$ cat config.mk
export PLATFORM = sky130hd
export DESIGN_NAME = calendar_date_counter_unit
export DESIGN_NICKNAME = d
export VERILOG_FILES = /design/src/hw/rtl/cdc_pkg.sv /design/src/hw/rtl/cdc_ctrl.sv /design/src/hw/rtl/cdc_dpath.sv /design/src/hw/rtl/calendar_date_counter_unit.sv
export SDC_FILE = /design/constraint.sdc
export NUM_CORES = 1
export LEC_CHECK = 0
export BUFFER_PORTS_ARGS = -buffer_cell sky130_fd_sc_hd__buf_2
export CAP_MARGIN = 5
export CORE_MARGIN = 2
export CORE_UTILIZATION = 60
export DETAILED_ROUTE_END_ITERATION = 6
export MAX_ROUTING_LAYER = met4
export PLACE_DENSITY = 0.81
export RECOVER_POWER = 100
export SLEW_MARGIN = 40
export SYNTH_ARGS = -nofsm -noshare
export SYNTH_HDL_FRONTEND = slang
export SYNTH_SLANG_ARGS = --single-unit
$ cat constraint.sdc
create_clock -name clk -period 10 [get_ports clk]
set_input_delay 1 -clock clk [delete_from_list [all_inputs] [get_ports clk]]
set_output_delay 1 -clock clk [all_outputs]
set_load 0.05 [all_outputs]
$ cat src/hw/rtl/cdc_pkg.sv
// Shared types, command codes and calendar helpers for the date counter.
// No dependencies; every other RTL file imports this package.
`default_nettype none

package cdc_pkg;

    // Command codes carried in the request
    typedef enum logic [2:0] {
        CMD_SET  = 3'd0,
        CMD_NEXT = 3'd1,
        CMD_PREV = 3'd2,
        CMD_ADD  = 3'd3,
        CMD_SUB  = 3'd4
    } cmd_t;

    // Controller states
    typedef enum logic [2:0] {
        ST_IDLE,
        ST_FIX,
        ST_WALK,
        ST_DONE
    } state_t;

    // Request payload
    typedef struct packed {
        logic [2:0]  command;
        logic [4:0]  set_day;
        logic [3:0]  set_month;
        logic [15:0] set_year;
        logic [15:0] day_count;
    } req_t;

    // Response payload
    typedef struct packed {
        logic [4:0]  cur_day;
        logic [3:0]  cur_month;
        logic [15:0] cur_year;
        logic        leap_year;
    } rsp_t;

    // Controller to datapath commands
    typedef struct packed {
        logic start_set;
        logic start_add;
        logic start_sub;
        logic one_day;
        logic fix_set;
        logic walk;
        logic load_out;
    } dp_cmd_t;

    // Datapath to controller status
    typedef struct packed {
        logic walk_done;
    } dp_stat_t;

    localparam int DAY_W   = 5;
    localparam int MONTH_W = 4;
    localparam int YEAR_W  = 16;
    localparam int WORK_W  = 18;

    localparam logic [3:0]  MONTH_JAN = 4'd1;
    localparam logic [3:0]  MONTH_FEB = 4'd2;
    localparam logic [3:0]  MONTH_DEC = 4'd12;

    // Divisibility by 25 on 16 bits: multiply by the modular inverse of 25,
    // the product is a multiple iff it falls at or below 65535 / 25.
    localparam logic [15:0] INV25_MOD16 = 16'd23593;
    localparam logic [15:0] DIV25_LIMIT = 16'd2621;

    // Gregorian leap rule: by 4, not by 100 unless by 400.
    // With the year a multiple of 4, by 100 means by 25 and by 400 means
    // by 25 and by 16.
    function automatic logic is_leap(input logic [15:0] y);
        logic [31:0] prod;
        logic        div25;
        prod  = 32'(y) * 32'(INV25_MOD16);
        div25 = (prod[15:0] <= DIV25_LIMIT);
        return (y[1:0] == 2'b00) && (!div25 || (y[3:0] == 4'h0));
    endfunction

    // Length of a month; a code outside 1..12 reads as January
    function automatic logic [4:0] month_len(input logic [3:0] m, input logic leap);
        logic [4:0] len;
        unique case (m)
            4'd2:                      len = leap ? 5'd29 : 5'd28;
            4'd4, 4'd6, 4'd9, 4'd11:   len = 5'd30;
            default:                   len = 5'd31;
        endcase
        return len;
    endfunction

endpackage

`default_nettype wire

$ cat src/hw/rtl/cdc_ctrl.sv
// Controller of the date counter: sequences set, walk and result transfer.
// Depends on cdc_pkg; drives the datapath through dp_cmd_t.
`default_nettype none

module cdc_ctrl (
    input  wire logic              clk,
    input  wire logic              rst_n,
    input  wire logic              req_valid,
    output logic                   req_stall,
    input  wire logic [2:0]        req_command,
    output logic                   rsp_valid,
    input  wire logic              rsp_stall,
    output cdc_pkg::dp_cmd_t       cmd,
    input  wire cdc_pkg::dp_stat_t stat
);
    import cdc_pkg::*;

    state_t state_reg, state_next;
    logic   rsp_valid_reg, rsp_valid_next;
    logic   req_xfer;
    logic   out_free;
    cmd_t   op;

    assign op        = cmd_t'(req_command);
    assign req_stall = (state_reg != ST_IDLE);
    assign req_xfer  = req_valid && !req_stall;
    assign out_free  = !rsp_valid_reg || !rsp_stall;
    assign rsp_valid = rsp_valid_reg;

    // Next state
    always_comb
    begin
        state_next = state_reg;
        unique case (state_reg)
            ST_IDLE:
            begin
                if (req_xfer)
                begin
                    unique case (op)
                        CMD_SET:                    state_next = ST_FIX;
                        CMD_NEXT, CMD_PREV,
                        CMD_ADD, CMD_SUB:           state_next = ST_WALK;
                        default:                    state_next = ST_DONE;
                    endcase
                end
            end
            ST_FIX:  state_next = ST_DONE;
            ST_WALK:
            begin
                if (stat.walk_done)
                    state_next = ST_DONE;
            end
            ST_DONE:
            begin
                if (out_free)
                    state_next = ST_IDLE;
            end
            default: state_next = ST_IDLE;
        endcase
    end

    // Datapath commands
    always_comb
    begin
        cmd = '0;
        unique case (state_reg)
            ST_IDLE:
            begin
                if (req_xfer)
                begin
                    cmd.start_set = (op == CMD_SET);
                    cmd.start_add = (op == CMD_NEXT) || (op == CMD_ADD);
                    cmd.start_sub = (op == CMD_PREV) || (op == CMD_SUB);
                    cmd.one_day   = (op == CMD_NEXT) || (op == CMD_PREV);
                end
            end
            ST_FIX:  cmd.fix_set  = 1'b1;
            ST_WALK: cmd.walk     = 1'b1;
            ST_DONE: cmd.load_out = out_free;
            default: cmd = '0;
        endcase
    end

    // Response valid: set on load, cleared on transfer
    always_comb
    begin
        rsp_valid_next = rsp_valid_reg;
        if (cmd.load_out)
            rsp_valid_next = 1'b1;
        else if (rsp_valid_reg && !rsp_stall)
            rsp_valid_next = 1'b0;
    end

    always_ff @(posedge clk or negedge rst_n)
    begin
        if (!rst_n)
        begin
            state_reg     <= ST_IDLE;
            rsp_valid_reg <= 1'b0;
        end
        else
        begin
            state_reg     <= state_next;
            rsp_valid_reg <= rsp_valid_next;
        end
    end

endmodule

`default_nettype wire

$ cat src/hw/rtl/cdc_dpath.sv
// Datapath of the date counter: date registers, day work register, month
// walk step and response register. Depends on cdc_pkg.
`default_nettype none

module cdc_dpath (
    input  wire logic             clk,
    input  wire logic             rst_n,
    input  wire cdc_pkg::req_t    req,
    input  wire cdc_pkg::dp_cmd_t cmd,
    output cdc_pkg::dp_stat_t     stat,
    output cdc_pkg::rsp_t         rsp
);
    import cdc_pkg::*;

    logic [DAY_W-1:0]   day_reg, day_next;
    logic [MONTH_W-1:0] month_reg, month_next;
    logic [YEAR_W-1:0]  year_reg, year_next;
    logic [WORK_W-1:0]  work_reg, work_next;
    logic               sub_reg, sub_next;
    rsp_t               rsp_reg;

    logic               leap_cur;
    logic [DAY_W-1:0]   len_cur;
    logic [MONTH_W-1:0] prev_month;
    logic [DAY_W-1:0]   len_prev;
    logic [15:0]        count;
    logic               add_done;
    logic               sub_done;
    logic [DAY_W-1:0]   sd;
    logic [MONTH_W-1:0] sm;
    logic [YEAR_W-1:0]  sy;

    // Calendar facts of the held month
    assign leap_cur   = is_leap(year_reg);
    assign len_cur    = month_len(month_reg, leap_cur);
    assign prev_month = (month_reg <= MONTH_JAN) ? MONTH_DEC : month_reg - 4'd1;
    // previous month is February only when the held month is March, same year
    assign len_prev   = month_len(prev_month, leap_cur);

    assign count    = cmd.one_day ? 16'd1 : req.day_count;
    assign add_done = ($signed(work_reg) <= $signed({{(WORK_W-DAY_W){1'b0}}, len_cur}));
    assign sub_done = ($signed(work_reg) >= $signed(WORK_W'(1)));
    assign stat.walk_done = sub_reg ? sub_done : add_done;

    // Set operands clamped to the calendar
    assign sd = (req.set_day == '0) ? 5'd1 : req.set_day;
    assign sm = (req.set_month == '0) ? MONTH_JAN :
                (req.set_month > MONTH_DEC) ? MONTH_DEC : req.set_month;
    assign sy = (req.set_year == '0) ? 16'd1 : req.set_year;

    // Date and work register update
    always_comb
    begin
        day_next   = day_reg;
        month_next = month_reg;
        year_next  = year_reg;
        work_next  = work_reg;
        sub_next   = sub_reg;
        priority if (cmd.start_set)
        begin
            day_next   = sd;
            month_next = sm;
            year_next  = sy;
        end
        else if (cmd.start_add)
        begin
            work_next = WORK_W'(day_reg) + WORK_W'(count);
            sub_next  = 1'b0;
        end
        else if (cmd.start_sub)
        begin
            work_next = WORK_W'(day_reg) - WORK_W'(count);
            sub_next  = 1'b1;
        end
        else if (cmd.fix_set)
        begin
            if (day_reg > len_cur)
                day_next = len_cur;
        end
        else if (cmd.walk)
        begin
            if (stat.walk_done)
                day_next = work_reg[DAY_W-1:0];
            else if (sub_reg)
            begin
                // back one month, then add its length
                month_next = prev_month;
                if (month_reg <= MONTH_JAN)
                    year_next = year_reg - 16'd1;
                work_next = work_reg + WORK_W'(len_prev);
            end
            else
            begin
                // consume the held month, then forward one month
                work_next = work_reg - WORK_W'(len_cur);
                if (month_reg >= MONTH_DEC)
                begin
                    month_next = MONTH_JAN;
                    year_next  = year_reg + 16'd1;
                end
                else
                    month_next = month_reg + 4'd1;
            end
        end
    end

    always_ff @(posedge clk or negedge rst_n)
    begin
        if (!rst_n)
        begin
            day_reg   <= 5'd1;
            month_reg <= MONTH_JAN;
            year_reg  <= 16'd1;
            sub_reg   <= 1'b0;
        end
        else
        begin
            day_reg   <= day_next;
            month_reg <= month_next;
            year_reg  <= year_next;
            sub_reg   <= sub_next;
        end
    end

    // Work register and response payload need no reset
    always_ff @(posedge clk)
    begin
        work_reg <= work_next;
        if (cmd.load_out)
        begin
            rsp_reg.cur_day   <= day_reg;
            rsp_reg.cur_month <= month_reg;
            rsp_reg.cur_year  <= year_reg;
            rsp_reg.leap_year <= leap_cur;
        end
    end

    assign rsp = rsp_reg;

endmodule

`default_nettype wire

$ cat src/hw/rtl/calendar_date_counter_unit.sv
// Top level of the Gregorian date counter: controller plus datapath.
// Depends on cdc_pkg, cdc_ctrl and cdc_dpath.
//
// Holds one date (reset 1 January of year 1) and takes one command per
// request transfer: set, next day, previous day, add day_count days or
// subtract day_count days; codes 5..7 just report the held date. Every
// request yields exactly one response with the new date and its leap flag.
// One request is in work at a time. After the request transfer, set passes
// the fix state, which clamps the day to the month length; next/previous
// day, add and subtract pass the walk state, which crosses one month
// boundary per step until the day fits; reserved codes go straight to the
// done state, which loads the response register. The month walk steps one
// month per cycle through one leap unit and month-length lookups for the
// held and the previous month (up to about 2160 months for 65535 days). A
// result still held in the output register delays the load until that
// register is free. The response sits in an output register, so a new request
// is taken while it waits; the next request can be accepted in the cycle after the load.
`default_nettype none

module calendar_date_counter_unit (
    input  wire logic          clk,
    input  wire logic          rst_n,
    input  wire logic          req_valid,
    output logic               req_stall,
    input  wire cdc_pkg::req_t req,
    output logic               rsp_valid,
    input  wire logic          rsp_stall,
    output cdc_pkg::rsp_t      rsp
);
    import cdc_pkg::*;

    dp_cmd_t  cmd;
    dp_stat_t stat;

    cdc_ctrl u_ctrl (
        .clk         (clk),
        .rst_n       (rst_n),
        .req_valid   (req_valid),
        .req_stall   (req_stall),
        .req_command (req.command),
        .rsp_valid   (rsp_valid),
        .rsp_stall   (rsp_stall),
        .cmd         (cmd),
        .stat        (stat)
    );

    cdc_dpath u_dpath (
        .clk   (clk),
        .rst_n (rst_n),
        .req   (req),
        .cmd   (cmd),
        .stat  (stat),
        .rsp   (rsp)
    );

endmodule

`default_nettype wire

==> flow_summary.yaml, run 1 <==
run_status:
  status: "finished, violations left"
  violations: "max-capacitance violations, max-slew violations"
timing:
  worst_pin_slew_ps: 1580
  hold_viol: 0
  fmax_ghz: 0.129
  grt_setup_unrepaired: "false"
  setup_viol: 0
  hold_slack_ps: 490
  setup-tns-final_ps: 0
  slew_headroom: -0.0557
  fin_crit_ps: 7760
  fin_crit_sh: 0.776
  final_max_slew_viol_count: 27
  fin_worst_skew_ps: 13.0
die:
  coreArea_um2: 12700
  start_util: 0.615
  die_x_um: 118
  io_pins: 76
  die_y_um: 118
  dieArea_um2: 13900
  rows: 41
critical_path:
  endpoint_kind: "register"
  worstPathRequired_ps: 10100
  crit_arrival_ps: 7860
  crit_top_cell: "ha_1"
  startpoint: "u_dpath.year_reg[0]"
  r2r-start: "u_dpath.year_reg[0]"
  critPathMaxStageDelay_ps: 750
  critPathSlowestCell: "dfstp_1"
  path_max_fanout: 10
  worst-r2r-setup-slack_ps: 2240
  worstSetupPathType: "register to register"
  cp-start-kind: "register"
grt:
  grt_max_degree: 33
  grt_pass1_vias: 6654
  gr-usage-all-layers: 0.293
  antenna_found_initial: 1
  grt.overflow.total: 0
  grt_pass1_wl_mm: 32.1
routing:
  avgRoutedWirePerCell_um: 17.2
  drc: 0
  dr_total_vias: 6925
  drtIter0Drc: 546
  firstDrtPassIters: 5
  final_antenna_net_count: 0
  wl_mm: 19.5
  vias_per_cell: 6.12
synthesis:
  synth.avg_cell_area_um2: 8.80
  synth-edff-count: 44
  synth_ff_type: "edfxtp_1"
  synth_seq_cells: 73
  netlist_instances: 886
  synth-warning-count: 0
  synth_area_leader_cell: "ha_1"
  synth.cell_area_um2: 7800
  async_reset_ff_frac: 0.397
  yosys.area.top_type_share: 0.191
  synth.distinct_cells: 71
  synth_seq_area_share: 0.263
  synth_fp_nets: 1075
  synthTopCellsByArea: "ha_1 (19%), edfxtp_1 (17%), dfrtp_1 (8.3%)"
cells_and_area:
  largest_reg_flops: 26
  drive_above_1_share: 0.0898
  area_delta_synth_final_pct: 10.0
  final_area_um2: 8580
  final_cell_mix: "ha_1 (119), inv_1 (80), a21oi_1 (73)"
  layout.cells.non_filler: 1131
  nNetsFinal: 1142
  final_common_cell: "ha_1"
placement:
  io_buffers: 75
  dp.cells: 1113
  hpwl_mm: 15.0
  dpl_cell_area_um2: 8340
  gp_congestion: 0.959
clock_tree:
  cts.sinks: 73
  htree_num_levels: 3
  cts_tree: "built"
  numCtsBuffers: 9
  holdBufCountCts: 0
  cts_setup_buffers: 0
  ctsRootBufferMaster: "clkbuf_16"
  clockBufferDepth: 2
  insertion_delay_ps: 360
  post_cts_resize_count: 0
  clkTransAtPathRegs_ps: 60
min_path:
  min_path_type: "register to register"
  min_from: "u_dpath.year_reg[13]"
flow_run:
  maxCapViolCount: 1
==> layer usage <==
layer	vias to the layer above	wire length, µm	share of wire	global-route usage
met2	238	9190	0.47	0.469
li1	3368	-	-	-
met5	-	0	0	-
met3	38	1070	0.055	0.0538
met1	3281	8740	0.45	0.378
met4	0	446	0.023	0.0979
==> worst max-delay path: cells and delay by family, from the launching register on <==
| family | cells | cell delay [ps] |
|---|---|---|
| fa+ha+maj | 9 | 3540 |
| compound gates | 8 | 1830 |
| simple gates | 8 | 1040 |
| flops | 1 | 750 |
| buf+inv | 3 | 200 |
| xor+xnor | 1 | 140 |
==> metrics by stage <==
stage / util / setup WS [ps]
6_report: 0.677 / 2240
5_1_grt: 0.677 / 1750
4_1_cts: 0.681 / 2390
3_5_place_dp: 0.658 / 2430
3_3_place_gp: 0.658 / 2730
2_1_floorplan: - / 2890
==> path summary, 6_finish.rpt <==
kind / cells past startpoint / endpoint
worst max-delay path: 29 / u_dpath.work_reg[14]
worst min-delay path: 0 / u_dpath.rsp[14]
worst max register to register: 29 / u_dpath.work_reg[14]
worst min register to register: 0 / u_dpath.rsp[14]
max in group asynchronous: 2 / u_dpath.month_reg[3]
min in group asynchronous: 1 / u_dpath.day_reg[4]
==> cell families after synthesis <==
logic type / share of synthesized area
AO/OA/AOI/OAI: 0.203
XOR/XNOR: 0.0606
adder cells (fa/ha/maj): 0.247
buffers and inverters: 0.0531
flip-flops: 0.263
multiplexers: 0.00385
AND/OR/NAND/NOR: 0.169
==> synthesized netlist by cell type, drive strengths merged, types with 3 or more instances <==
master	n
o21bai	8
buf	6
o2111ai	7
nor2	58
nor4	13
inv	81
a21boi	4
fa	22
xor2	13
o211ai	13
dfrtp	26
nand2b	10
nor3b	4
a21o	13
nor2b	16
a21oi	74
o21ai	57
and3b	3
a31oi	10
a22oi	3
or3	16
o31ai	6
a211oi	10
a221o	3
or2	7
xnor2	41
clkbuf	20
nor3	16
o221ai	6
and3	10
mux2i	3
and2	8
a311oi	5
nand2	72
nand3	16
o21a	5
edfxtp	44
o22ai	4
dfstp	3
ha	119
==> area by class of cell <==
cell class | instances | area (µm²)
multi-input combinational | 706 | 5340
clock inverter | 6 | 50.0
sequential | 73 | 2050
antenna | 1 | 2.50
fill | 1058 | 4090
inverter | 81 | 304
timing repair buffer | 82 | 377
tap | 172 | 215
clock buffer | 10 | 239
Power of run 1 is not shown: default switching activity piles up to over one toggle a cycle in this logic, so the estimate is an artifact.
==> run 2, diff against run 1 <==
--- a/config.mk
+++ b/config.mk
@@ -8,10 +8,10 @@
 export BUFFER_PORTS_ARGS = -buffer_cell sky130_fd_sc_hd__buf_2
 export CAP_MARGIN = 5
 export CORE_MARGIN = 2
-export CORE_UTILIZATION = 60
+export CORE_UTILIZATION = 55
 export DETAILED_ROUTE_END_ITERATION = 6
 export MAX_ROUTING_LAYER = met4
-export PLACE_DENSITY = 0.81
+export PLACE_DENSITY = 0.78
 export RECOVER_POWER = 100
 export SLEW_MARGIN = 40
 export SYNTH_ARGS = -nofsm -noshare
==> constraint.sdc (replaced) <==
create_clock -name clk -period 6.7 [get_ports clk]
set_input_delay 0.67 -clock clk [delete_from_list [all_inputs] [get_ports clk]]
set_output_delay 0.67 -clock clk [all_outputs]
set_load 0.05 [all_outputs]
==> flow_summary.yaml, run 2 (synthesized netlist as in run 1, its figures left out) <==
cells_and_area:
  final_common_cell: "ha_1"
  area_delta_synth_final_pct: 27.3
  diodes: 0
  largest_reg_flops: 26
  drive_above_1_share: 0.271
  nNetsFinal: 1218
  final_cell_mix: "ha_1 (86), buf_2 (75), nand2_1 (71)"
clock_tree:
  insertion_delay_ps: 360
  cts_tree: "built"
  htree_num_levels: 3
  cts.sinks: 73
  clkTransAtPathRegs_ps: 70
  numCtsBuffers: 9
  ctsRootBufferMaster: "clkbuf_16"
  clockBufferDepth: 2
critical_path:
  critPathSlowestCell: "fa_1"
  crit_top_cell: "ha_4"
  endpoint_kind: "register"
  crit_arrival_ps: 7120
  crit_family: "adder cells"
  cp-start-kind: "register"
  critPathBufInv: 5
  r2r-start: "u_dpath.year_reg[3]"
  worstSetupPathType: "register to register"
  crit_cells: 30
  worstPathRequired_ps: 6800
  startpoint: "u_dpath.year_reg[3]"
  reg2regPathDepth: 30
  critPathMaxStageDelay_ps: 570
  path_max_fanout: 5
timing:
  worst_pin_slew_ps: 751
  final_max_slew_viol_count: 0
  fin_worst_skew_ps: 10.3
  setup_viol: 17
  fin_crit_sh: 1.05
  fmax_ghz: 0.142
  slew_headroom: 0.498
  hold_viol: 0
  fin_crit_ps: 7030
  fin_ws_ps: -327
  grt_setup_unrepaired: "true"
grt:
  grt_pass1_wl_mm: 35.8
  grt_pass1_vias: 7191
  grt.overflow.total: 0
  grt_max_degree: 32
  antenna_found_initial: 0
  gr-usage-all-layers: 0.312
placement:
  io_buffers: 75
  hpwl_mm: 15.4
  dp_slack_ps: -315
  gp_congestion: 0.966
routing:
  avgRoutedWirePerCell_um: 19.8
  drtIter0Drc: 833
  drc: 0
  vias_per_cell: 6.31
  final_antenna_net_count: 0
  wl_mm: 24.0
  firstDrtPassIters: 6
  dr_total_vias: 7655
die:
  dieArea_um2: 15100
  start_util: 0.562
  io_pins: 76
  die_x_um: 123
  die_y_um: 123
  rows: 43
  coreArea_um2: 13900
min_path:
  min_path_type: "primary input to async pin"
run_status:
  status: "finished, violations left"
  violations: "negative setup slack"
flow_run:
  maxCapViolCount: 0
[run 2: changes by cell type in the layout (fill, tap and decap cells not counted), moves of 6 or more]
cell      previous run  this run
o21ai_0             57        50
buf_4                3        62
ha_4                 0        30
ha_1               119        86
buf_6                0        20
o21ai_1              0         6
inv_2                1        10
inv_1               80        70
a211oi_1            10         4
buf_2               46        75
clkbuf_1            33         0
[run 2: worst paths after layout]
check | endpoint | slack, ps
max in group asynchronous | u_dpath.year_reg[4] | 5800
max reg2reg | u_dpath.work_reg[14] | -330
min | u_dpath.year_reg[13] | 370
min reg2reg | u_dpath.rsp[14] | 500
min in group clk | u_dpath.rsp[14] | 500
max | u_dpath.work_reg[14] | -330
[run 2: cell type report]
cell class                 instances  area (µm²)
inverter                          81         307
sequential                        73        2050
clock buffer                      10         250
fill                            1009        3960
timing repair buffer             158        1090
multi-input combinational        706        5950
tap                              180         225
clock inverter                     6        52.6
[run 2: layer usage]
metal  share of wire  GRT usage  vias to the layer above  wire length, µm
met5               0          -                        -                0
met4           0.043      0.122                        0             1030
met3           0.073     0.0369                      110             1740
met1            0.42      0.415                     3612            10000
met2            0.47      0.491                      437            11200
li1                -          -                     3496                -
[run 2: worst register-to-register path: cells and delay by family, from the launching register on]
kind                     cells  cell delay (ps)
AO/OA/AOI/OAI                9             1650
flip-flops                   1              470
AND/OR/NAND/NOR              6              880
adder cells (fa/ha/maj)      9             3190
XOR/XNOR                     1              130
buffers and inverters        5              450
[run 2: stage by stage]
stage	util	hold WS [ps]	instances	setup TNS, ps	instance area [µm²]
after floorplan	-	374	886	0	7830
after global placement	0.626	473	1162	-310	8680
after detailed placement	0.626	476	1162	-1840	8690
after CTS	0.682	386	1204	0	9470
after global routing	0.715	419	1214	-11220	9930
final	0.715	371	1214	-1770	9930
[run 2: timing repair]
item / in CTS / in global routing
endpoints found under the hold margin: 0 / 0
buffers inserted: 26 / 24
gates resized for setup: 40 / 75
setup endpoints to repair: 12 / 57
pin swaps: 40 / 60
hold buffers: 0 / 0
Power of run 2 is left out for the same reason.
==> run 3, diff against run 2 <==
--- a/config.mk
+++ b/config.mk
@@ -5,13 +5,14 @@
 export SDC_FILE = /design/constraint.sdc
 export NUM_CORES = 1
 export LEC_CHECK = 0
+export ABC_AREA = 1
 export BUFFER_PORTS_ARGS = -buffer_cell sky130_fd_sc_hd__buf_2
 export CAP_MARGIN = 5
 export CORE_MARGIN = 2
-export CORE_UTILIZATION = 55
+export CORE_UTILIZATION = 56
 export DETAILED_ROUTE_END_ITERATION = 6
 export MAX_ROUTING_LAYER = met4
-export PLACE_DENSITY = 0.78
+export PLACE_DENSITY = 0.79
 export RECOVER_POWER = 100
 export SLEW_MARGIN = 40
 export SYNTH_ARGS = -nofsm -noshare
==> flow_summary.yaml, run 3 <==
timing:
  hold_slack_ps: 536
  slew_headroom: -0.103
  hold_viol: 0
  setup_viol: 0
  fin_worst_skew_ps: 9.63
  fin_crit_sh: 0.971
  fin_crit_ps: 6500
  worst_pin_slew_ps: 1650
  final_max_slew_viol_count: 30
  fmax_ghz: 0.154
  fin_ws_ps: 197
routing:
  dr_total_vias: 7734
  wl_mm: 21.6
  drtIter0Drc: 702
  avgRoutedWirePerCell_um: 16.0
  drc: 0
  final_antenna_net_count: 0
  firstDrtPassIters: 6
  vias_per_cell: 5.75
clock_tree:
  cts_tree: "built"
  clockBufferDepth: 2
  cts.sinks: 73
  ctsRootBufferMaster: "clkbuf_16"
  htree_num_levels: 3
  clkTransAtPathRegs_ps: 60
  holdBufCountCts: 0
  insertion_delay_ps: 350
  numCtsBuffers: 9
synthesis:
  synth_ff_type: "edfxtp_1"
  synth_seq_cells: 73
  synth_seq_area_share: 0.254
  synth.cell_area_um2: 8080
  async_reset_ff_frac: 0.397
  synth-edff-count: 44
  yosys-top-cells-count: "nand2_1 (232), inv_1 (161), ha_1 (119), o21ai_0 (78), a21oi_1 (67)"
  synth_area_leader_cell: "ha_1"
  synth.distinct_cells: 53
  synth.avg_cell_area_um2: 7.58
  synthTopCellsByArea: "ha_1 (18%), edfxtp_1 (16%), nand2_1 (11%)"
  synth.most_common_cell: "nand2_1"
  synth-warning-count: 0
  synth_fp_nets: 1255
  yosys.area.top_type_share: 0.184
  netlist_instances: 1066
min_path:
  min_from: "u_dpath.year_reg[9]"
  min_path_type: "register to register"
cells_and_area:
  drive_above_1_share: 0.158
  area_delta_synth_final_pct: 14.7
  nNetsFinal: 1349
  final_common_cell: "nand2_1"
  largest_reg_flops: 26
  diodes: 0
  final_cell_mix: "nand2_1 (228), inv_1 (160), ha_1 (108)"
critical_path:
  worstSetupPathType: "register to register"
  r2r-start: "u_dpath.year_reg[2]"
  critPathMaxStageDelay_ps: 580
  crit_top_cell: "nand2_1"
  crit_arrival_ps: 6600
  path_max_fanout: 4
  endpoint_kind: "register"
  startpoint: "u_dpath.year_reg[2]"
  critPathSlowestCell: "fa_1"
  cp-start-kind: "register"
  worstPathRequired_ps: 6800
placement:
  io_buffers: 75
  dp_slack_ps: -63.6
  hpwl_mm: 16.1
  gp_congestion: 0.945
flow_run:
  maxCapViolCount: 1
grt:
  grt_max_degree: 37
  antenna_found_initial: 0
  grt_pass1_vias: 6984
  grt.overflow.total: 0
  grt_pass1_wl_mm: 33.6
  gr-usage-all-layers: 0.290
die:
  coreArea_um2: 14000
  io_pins: 76
  rows: 43
  start_util: 0.578
  die_y_um: 124
  dieArea_um2: 15400
  die_x_um: 124
run_status:
  violations: "max-capacitance violations, max-slew violations"
  status: "finished, violations left"
## run 3: cell types whose count changed in the layout (fill, tap and decap cells not counted), moves of 14 or more
cell / delta
nor2b_1: -15
ha_1: +22
inv_1: +90
xnor2_1: -30
o21ai_0: +23
buf_6: -20
nand2_1: +157
nand3_1: +44
ha_4: -20
or3_1: -14
buf_4: -42
## run 3: per-stage QoR
step                      cells  setup TNS, ps   util  area, µm²
after global placement     1323              0  0.624       8730
after floorplan            1066              0      -       8080
after CTS                  1342              0  0.648       9060
after detailed placement   1323          -75.8  0.624       8730
after global routing       1345           -342  0.663       9270
final                      1345              0  0.663       9270
## run 3: cells by family after synthesis
| logic type | share of synthesized area |
|---|---|
| simple gates | 0.239 |
| compound gates | 0.143 |
| buf+inv | 0.0901 |
| fa+ha+maj | 0.239 |
| flops | 0.254 |
| xor+xnor | 0.0347 |
## run 3: per-layer routing
metal | routed length (µm) | vias up | track usage
met5 | 0 | - | -
met4 | 728 | 0 | 0.112
met3 | 1700 | 62 | 0.0394
met2 | 9550 | 375 | 0.446
met1 | 9590 | 3536 | 0.391
li1 | - | 3761 | -
## run 3: timing repair
item | CTS | global route
gates cloned | 0 | 0
resized for setup | 2 | 35
setup endpoints to repair | 6 | 15
buffers inserted | 3 | 3
pin swaps | 1 | 15
## run 3: area by class of cell
cell class / instances / area, µm²
Inverter: 169 / 634
Tap cell: 180 / 225
Timing Repair Buffer: 99 / 539
Sequential cell: 73 / 2050
Multi-Input combinational cell: 808 / 5510
Fill cell: 1180 / 4720
Clock inverter: 5 / 52.6
Clock buffer: 11 / 254
## run 3: worst paths after layout
check	end	slack [ps]	cells past startpoint
max	u_dpath.work_reg[6]	200	35
min	u_dpath.rsp[10]	540	0
max reg2reg	u_dpath.work_reg[6]	200	35
min reg2reg	u_dpath.rsp[10]	540	0
max in group asynchronous	u_dpath.sub_reg	4880	1
min in group asynchronous	u_dpath.year_reg[8]	740	1
## run 3: critical path, delay by kind of cell, from the launching register on
kind            cells  cell delay, ps
fa+ha+maj           9            3350
compound gates      9            1210
simple gates       12             850
buf+inv             5             440
flops               1             390
Power of run 3 is left out for the same reason.
